## src/design/sqwse_pkg.sv

```systemverilog
// types, codes and small helpers for the square-wave channel with sweep and envelope
// no dependencies; imported by sqwse_sweep_calc and square_wave_channel_sweep_envelope
`default_nettype none

package sqwse_pkg;

	typedef enum logic [2:0] {
		CMD_WRITE    = 3'd0,
		CMD_DUTY     = 3'd1,
		CMD_LENGTH   = 3'd2,
		CMD_SWEEP    = 3'd3,
		CMD_ENVELOPE = 3'd4,
		CMD_READ     = 3'd5
	} cmd_t;

	typedef enum logic [2:0] {
		REG_SWEEP    = 3'd0,
		REG_DUTY_LEN = 3'd1,
		REG_ENVELOPE = 3'd2,
		REG_FREQ_LO  = 3'd3,
		REG_FREQ_HI  = 3'd4
	} reg_sel_t;

	localparam logic [6:0] LENGTH_FULL = 7'd64;
	localparam logic [3:0] VOLUME_MAX  = 4'd15;
	localparam logic [7:0] DAC_MASK    = 8'hF8;

	// result of one sweep frequency calculation
	typedef struct packed {
		logic        ovf;
		logic [10:0] freq;
	} sweep_res_t;

	typedef struct packed {
		logic [2:0]  phase;
		logic [1:0]  duty_sel;
		logic [5:0]  length_load;
		logic [6:0]  length_left;
		logic        length_enable;
		logic        chan_enabled;
		logic        dac_on;
		logic [3:0]  volume;
		logic [3:0]  out_level;
		logic [2:0]  env_period;
		logic        env_up;
		logic [3:0]  env_start_volume;
		logic [3:0]  env_timer;
		logic [2:0]  sweep_period;
		logic        sweep_down;
		logic [2:0]  sweep_shift;
		logic        sweep_on;
		logic [3:0]  sweep_timer;
		logic [10:0] shadow_freq;
		logic [10:0] freq_value;
	} chan_state_t;

	// a zero period counts as eight
	function automatic logic [3:0] timer_reload(input logic [2:0] period);
		timer_reload = (period == 3'd0) ? 4'd8 : {1'b0, period};
	endfunction

	// waveform is high while phase is below 1, 2, 4 or 6 steps
	function automatic logic duty_high(input logic [1:0] sel, input logic [2:0] phase);
		logic [2:0] cnt;
		case (sel)
			2'd0: cnt = 3'd1;
			2'd1: cnt = 3'd2;
			2'd2: cnt = 3'd4;
			default: cnt = 3'd6;
		endcase
		duty_high = (phase < cnt);
	endfunction

endpackage

`default_nettype wire

```

## src/design/sqwse_sweep_calc.sv

```systemverilog
// sweep target frequency: shadow plus or minus shadow shifted right, with overflow flag
// uses sqwse_pkg for the result struct
`default_nettype none

module sqwse_sweep_calc (
	input  wire logic [10:0]          shadow,
	input  wire logic [2:0]           shift,
	input  wire logic                 down,
	output sqwse_pkg::sweep_res_t     res
);
	import sqwse_pkg::*;

	logic [11:0] delta;
	logic [11:0] nf;

	assign delta = {1'b0, shadow >> shift};
	assign nf    = down ? ({1'b0, shadow} - delta) : ({1'b0, shadow} + delta);

	assign res.ovf  = nf[11];
	assign res.freq = nf[10:0];

endmodule

`default_nettype wire

```

## src/design/square_wave_channel_sweep_envelope.sv

```systemverilog
// top level of the square-wave channel: command decode, channel state and result register
// depends on sqwse_pkg and sqwse_sweep_calc
//
//  channel  | dir | tdata                         | tuser
//  s_*      | in  | [7:0] write_byte              | [2:0] command, [5:3] reg_select
//  m_*      | out | [7:0] sample, [8] channel_on, | none
//           |     | [19:9] frequency, [23:20] zero|
//
// one command per cycle if no result stalls, one result per command, registered to m_tvalid
// the state update and the two chained sweep adders sit between the state and result registers
// reset clears the whole channel state and empties the result register
// while a result is stalled, s_tready stays high only if that result leaves in the same cycle
`default_nettype none

module square_wave_channel_sweep_envelope (
	input  wire logic        clk,
	input  wire logic        arst_n,
	input  wire logic        s_tvalid,
	output      logic        s_tready,
	input  wire logic [7:0]  s_tdata,   // [7:0] write_byte
	input  wire logic [5:0]  s_tuser,   // [2:0] command, [5:3] reg_select
	output      logic        m_tvalid,
	input  wire logic        m_tready,
	output      logic [23:0] m_tdata    // [7:0] sample, [8] channel_on, [19:9] frequency
);
	import sqwse_pkg::*;

	chan_state_t st_q, st_d;
	logic        m_valid_q;
	logic [23:0] m_data_q;

	logic        s_fire;
	logic [2:0]  cmd;
	logic [2:0]  sel;
	logic [7:0]  wb;
	logic [10:0] trig_freq;
	logic [10:0] calc_a_in;
	sweep_res_t  swa, swb;
	logic [7:0]  mag;
	logic [7:0]  sample;

	assign cmd      = s_tuser[2:0];
	assign sel      = s_tuser[5:3];
	assign wb       = s_tdata;
	assign s_tready = !m_valid_q || m_tready;
	assign s_fire   = s_tvalid && s_tready;

	// frequency as a trigger sees it: new high bits from this very write
	assign trig_freq = {wb[2:0], st_q.freq_value[7:0]};
	assign calc_a_in = (cmd == CMD_WRITE) ? trig_freq : st_q.shadow_freq;

	sqwse_sweep_calc u_calc_a (
		.shadow (calc_a_in),
		.shift  (st_q.sweep_shift),
		.down   (st_q.sweep_down),
		.res    (swa)
	);

	// second pass on the freshly written frequency
	sqwse_sweep_calc u_calc_b (
		.shadow (swa.freq),
		.shift  (st_q.sweep_shift),
		.down   (st_q.sweep_down),
		.res    (swb)
	);

	always_comb begin
		st_d = st_q;
		case (cmd)
			CMD_WRITE: begin
				case (sel)
					REG_SWEEP: begin
						st_d.sweep_period = wb[6:4];
						st_d.sweep_down   = wb[3];
						st_d.sweep_shift  = wb[2:0];
					end
					REG_DUTY_LEN: begin
						st_d.duty_sel    = wb[7:6];
						st_d.length_load = wb[5:0];
						st_d.out_level   = (st_q.chan_enabled && st_q.dac_on) ?
							st_q.volume : 4'd0;
					end
					REG_ENVELOPE: begin
						st_d.dac_on           = (wb & DAC_MASK) != 8'd0;
						st_d.env_period       = wb[2:0];
						st_d.env_up           = wb[3];
						st_d.env_start_volume = wb[7:4];
					end
					REG_FREQ_LO: begin
						st_d.freq_value = {st_q.freq_value[10:8], wb};
					end
					REG_FREQ_HI: begin
						st_d.freq_value    = trig_freq;
						st_d.length_enable = wb[6];
						if (wb[7]) begin
							st_d.length_left = LENGTH_FULL - {1'b0, st_q.length_load};
							st_d.volume      = st_q.env_start_volume;
							st_d.env_timer   = {1'b0, st_q.env_period};
							st_d.sweep_on    = (st_q.sweep_period != 3'd0) ||
								(st_q.sweep_shift != 3'd0);
							st_d.sweep_timer = timer_reload(st_q.sweep_period);
							st_d.shadow_freq = trig_freq;
							if ((st_q.sweep_shift != 3'd0) && swa.ovf) begin
								st_d.chan_enabled = 1'b0;
								st_d.out_level    = 4'd0;
							end else begin
								st_d.chan_enabled = 1'b1;
								st_d.out_level    = st_q.dac_on ? st_q.env_start_volume : 4'd0;
							end
						end
					end
					default: begin
					end
				endcase
			end
			CMD_DUTY: begin
				st_d.phase     = st_q.phase + 3'd1;
				st_d.out_level = (st_q.chan_enabled && st_q.dac_on) ? st_q.volume : 4'd0;
			end
			CMD_LENGTH: begin
				if ((st_q.length_left != 7'd0) && st_q.length_enable) begin
					st_d.length_left = st_q.length_left - 7'd1;
					if (st_q.length_left == 7'd1) begin
						st_d.chan_enabled = 1'b0;
						st_d.out_level    = 4'd0;
					end
				end
			end
			CMD_SWEEP: begin
				if (st_q.sweep_timer <= 4'd1) begin
					st_d.sweep_timer = timer_reload(st_q.sweep_period);
					if (st_q.sweep_on && (st_q.sweep_period != 3'd0)) begin
						if (swa.ovf) begin
							st_d.chan_enabled = 1'b0;
							st_d.out_level    = 4'd0;
						end else if (st_q.sweep_shift != 3'd0) begin
							st_d.shadow_freq = swa.freq;
							st_d.freq_value  = swa.freq;
							if (swb.ovf) begin
								st_d.chan_enabled = 1'b0;
								st_d.out_level    = 4'd0;
							end
						end
					end
				end else begin
					st_d.sweep_timer = st_q.sweep_timer - 4'd1;
				end
			end
			CMD_ENVELOPE: begin
				if (st_q.env_timer <= 4'd1) begin
					st_d.env_timer = timer_reload(st_q.env_period);
					if (st_q.env_period != 3'd0) begin
						if (st_q.env_up) begin
							if (st_q.volume < VOLUME_MAX)
								st_d.volume = st_q.volume + 4'd1;
						end else if (st_q.volume != 4'd0) begin
							st_d.volume = st_q.volume - 4'd1;
						end
					end
				end else begin
					st_d.env_timer = st_q.env_timer - 4'd1;
				end
			end
			default: begin
			end
		endcase
	end

	// level times eight, negated while the duty waveform is low
	assign mag    = {1'b0, st_d.out_level, 3'b000};
	assign sample = duty_high(st_d.duty_sel, st_d.phase) ? mag : (8'd0 - mag);

	always_ff @(posedge clk or negedge arst_n) begin
		if (!arst_n) begin
			st_q      <= '0;
			m_valid_q <= 1'b0;
		end else begin
			if (s_fire) begin
				st_q      <= st_d;
				m_valid_q <= 1'b1;
			end else if (m_tready) begin
				m_valid_q <= 1'b0;
			end
		end
	end

	always_ff @(posedge clk) begin
		if (s_fire)
			m_data_q <= {4'd0, st_d.freq_value, st_d.chan_enabled, sample};
	end

	assign m_tvalid = m_valid_q;
	assign m_tdata  = m_data_q;

	// a disabled channel never drives a level
	assert property (@(posedge clk) disable iff (!arst_n)
		!st_q.chan_enabled |-> st_q.out_level == 4'd0)
		else $error("level nonzero while channel disabled");

	// a sweep tick either leaves the frequency alone or moves it together with the shadow
	assert property (@(posedge clk) disable iff (!arst_n)
		s_fire && cmd == CMD_SWEEP |=>
		st_q.freq_value == $past(st_q.freq_value) || st_q.freq_value == st_q.shadow_freq)
		else $error("sweep changed frequency without shadow");

	// an enabled length tick on a running counter takes exactly one off
	assert property (@(posedge clk) disable iff (!arst_n)
		s_fire && cmd == CMD_LENGTH && st_q.length_enable && st_q.length_left != 7'd0 |=>
		st_q.length_left == $past(st_q.length_left) - 7'd1)
		else $error("length counter step wrong");

	// every accepted command leaves a result behind
	assert property (@(posedge clk) disable iff (!arst_n)
		s_fire |=> m_valid_q)
		else $error("accepted command produced no result");

endmodule

`default_nettype wire
```

## config.mk

```make
export PLATFORM = sky130hd
export DESIGN_NAME = square_wave_channel_sweep_envelope
export DESIGN_NICKNAME = d
export VERILOG_FILES = /design/src/design/sqwse_pkg.sv /design/src/design/sqwse_sweep_calc.sv /design/src/design/square_wave_channel_sweep_envelope.sv
export SDC_FILE = /design/constraint.sdc
export NUM_CORES = 1
export LEC_CHECK = 0
export BUFFER_PORTS_ARGS = -buffer_cell sky130_fd_sc_hd__buf_2
export CELL_PAD_IN_SITES_DETAIL_PLACEMENT = 1
export CELL_PAD_IN_SITES_GLOBAL_PLACEMENT = 2
export CORE_ASPECT_RATIO = 1.1
export CORE_MARGIN = 2
export CORE_UTILIZATION = 39
export CTS_CLUSTER_SIZE = 25
export DETAILED_ROUTE_END_ITERATION = 12
export GPL_TIMING_DRIVEN = 0
export PLACE_DENSITY_LB_ADDON = 0.2
export SYNTH_ARGS = -nofsm -noshare
export SYNTH_HDL_FRONTEND = slang
export SYNTH_HIERARCHICAL = 1
export SYNTH_SLANG_ARGS = --single-unit
```

## constraint.sdc

```tcl
create_clock -name clk -period 10.35 [get_ports clk]
set_input_delay 0 -clock clk [delete_from_list [all_inputs] [get_ports clk]]
set_output_delay 0 -clock clk [all_outputs]
set_load 0.005 [all_outputs]
```

==> results.py <==
metrics = {
    "run_status": {
        "outcome": "completed",
    },
    "sta": {
        "rsz0062_at_grt": "no",
        "relSlewSlack_pct": 25.1,
        "tightest_slew_ps": 1110,
        "setup_tns_ps": 0,
        "min_period_ps": 9690,
        "period_share_pct": 93.6,
        "fmaxAchievable_mhz": 103,
        "report.final.setup_viol": 0,
        "hold_viol": 0,
        "finalClockSkew_ps": 9.75,
        "drv_slew": 0,
    },
    "final_layout": {
        "syn2layout_area_growth_pct": 11.7,
        "drive_gt1_share_pct": 16.0,
        "fin_cells": 1174,
        "diodes": 0,
        "layout.nets": 980,
        "num-fill-cells": 2265,
        "final_cell_area_um2": 8560,
    },
    "synthesis": {
        "syn_area_um2": 7660,
        "synthCells": 867,
        "synth_warnings": 6,
        "synth.avg_cell_area_um2": 8.84,
    },
    "placement": {
        "place.gp.congestion": 0.836,
        "dp_hpwl_mm": 18.9,
        "numPortBuffers": 35,
        "numPlacedInstances": 1156,
        "placed_area_um2": 8200,
    },
    "routing": {
        "viasPerCell": 6.03,
        "drc": 0,
        "wl_per_cell_um": 21.0,
        "drt-total-wl_mm": 24.7,
        "dr.pass1.iters": 6,
        "ant_nets": 0,
        "drtIter0Drc": 318,
        "dr_total_vias": 7076,
    },
    "worst_setup_path": {
        "worst-setup-path-type": "primary input to flip-flop",
        "endpoint_kind": "flip-flop",
        "crit_required_ps": 10440,
        "arrival_ps": 9780,
        "crit_path_frequent_cell": "a21oi_1",
        "start_kind": "primary input",
        "crit_slowest_cell": "mux4_2",
        "cp_max_fo": 10,
        "slowest_delay_ps": 530,
    },
    "power_and_ir_drop": {
        "p_per_area_nw_per_um2": 252,
        "irDropWorstVdd_mv": 0.193,
        "p_leak_nw": 3.70,
        "power_mw": 2.16,
    },
    "global_routing": {
        "grt_antenna_before_repair": 0,
        "grt_max_degree": 42,
        "grt_overflow": 0,
        "grt_usage_pct": 24.3,
        "grt_pass1_wl_mm": 39.2,
        "first_global_vias": 7405,
    },
    "floorplan": {
        "io_pins": 44,
        "core_area_um2": 19200,
        "fp.dieH_um": 151,
        "die_w_um": 138,
        "start_util_pct": 40.0,
        "die_area_um2": 20800,
        "rows": 53,
    },
    "cts": {
        "clk_latency_ps": 350,
        "clockBufferDepth": 2,
        "clk_pin_slew_ps": 70,
        "htree_levels": 3,
        "cts-root-buf": "clkbuf_16",
        "clock_sinks": 93,
        "numCtsBuffers": 9,
        "cts_tree": "built",
    },
    "job": {
        "drv_cap": 0,
    },
    "hold_path": {
        "worstHoldPathType": "primary input to flip-flop",
    },
}
through the flow:
stage	hold slack, ps	setup WS, ps	util, %
2_1_floorplan	-296	2200	-
3_3_place_gp	209	-31.7	42.6
3_5_place_dp	7.78	-184	42.8
4_1_cts	28.1	174	44.6
5_1_grt	38.0	100	44.7
6_report	39.2	664	44.7
worst max-delay path, delay by kind of cell:
kind / cells / cell delay, ps
fa+ha+maj: 3 / 890
xor+xnor: 2 / 380
mux: 4 / 1240
compound gates: 18 / 4740
simple gates: 6 / 1020
buf+inv: 5 / 1500
routing by layer:
metal	wire, µm	vias up	part of all wire, %	global-route usage, %
met3	734	33	3.0	3.01
li1	-	3305	-	-
met5	0	-	0	0
met2	13100	139	53	45.6
met4	555	0	2.2	7.58
met1	10300	3599	42	28.6
final timing paths:
check                            from         end  slack (ps)  depth (start not counted)
max reg2reg                  st_q[27]  m_tdata[6]         790                         35
min in group asynchronous      arst_n    st_q[52]         160                          2
max                        s_tuser[2]  m_tdata[6]         660                         38
min reg2reg                  st_q[49]    st_q[49]         500                          2
max in group asynchronous      arst_n    st_q[29]        9590                          3
min                        s_tdata[4]    st_q[38]          40                          2
layout by cell type, fill, tap and decap left out, types with 19 or more instances in the layout:
| cell type | n |
|---|---|
| mux2i_1 | 22 |
| dfrtp_1 | 76 |
| clkbuf_1 | 21 |
| a21oi_1 | 50 |
| mux2_2 | 34 |
| nor2_1 | 71 |
| inv_1 | 30 |
| buf_2 | 43 |
| xnor2_1 | 19 |
| o21ai_0 | 51 |
| nor3_1 | 22 |
| ha_1 | 38 |
| nand2_1 | 115 |
final cells by class:
type | instances | area, µm² | share of cell area (%)
Sequential cell | 93 | 2410 | 28.2
Clock inverter | 7 | 83.8 | 0.980
Inverter | 34 | 128 | 1.49
Multi-Input combinational cell | 698 | 4920 | 57.5
Buffer | 47 | 248 | 2.89
Tap cell | 247 | 309 | 3.61
Clock buffer | 9 | 225 | 2.63
Timing Repair Buffer | 39 | 235 | 2.75
state kept, by name, indices dropped and copies added, names as in the netlist:
| signal | flops |
|---|---|
| st_q | 75 |
| m_tdata | 17 |
| m_tvalid | 1 |
timing repair:
item / 4_1_cts / 5_1_grt
buffers inserted: 0 / 0
resized for setup: 0 / 7
hold buffers: 3 / 0
endpoints found under the setup margin: 0 / 9
hold endpoints to repair: 36 / 0
power breakdown:
part | switching (mW) | internal (mW)
clock | 0.157 | 0.193
sequential | 0.0496 | 0.428
combinational | 0.802 | 0.528
total | 1.01 | 1.15
Note: power is estimated with default switching activity, not from simulation.
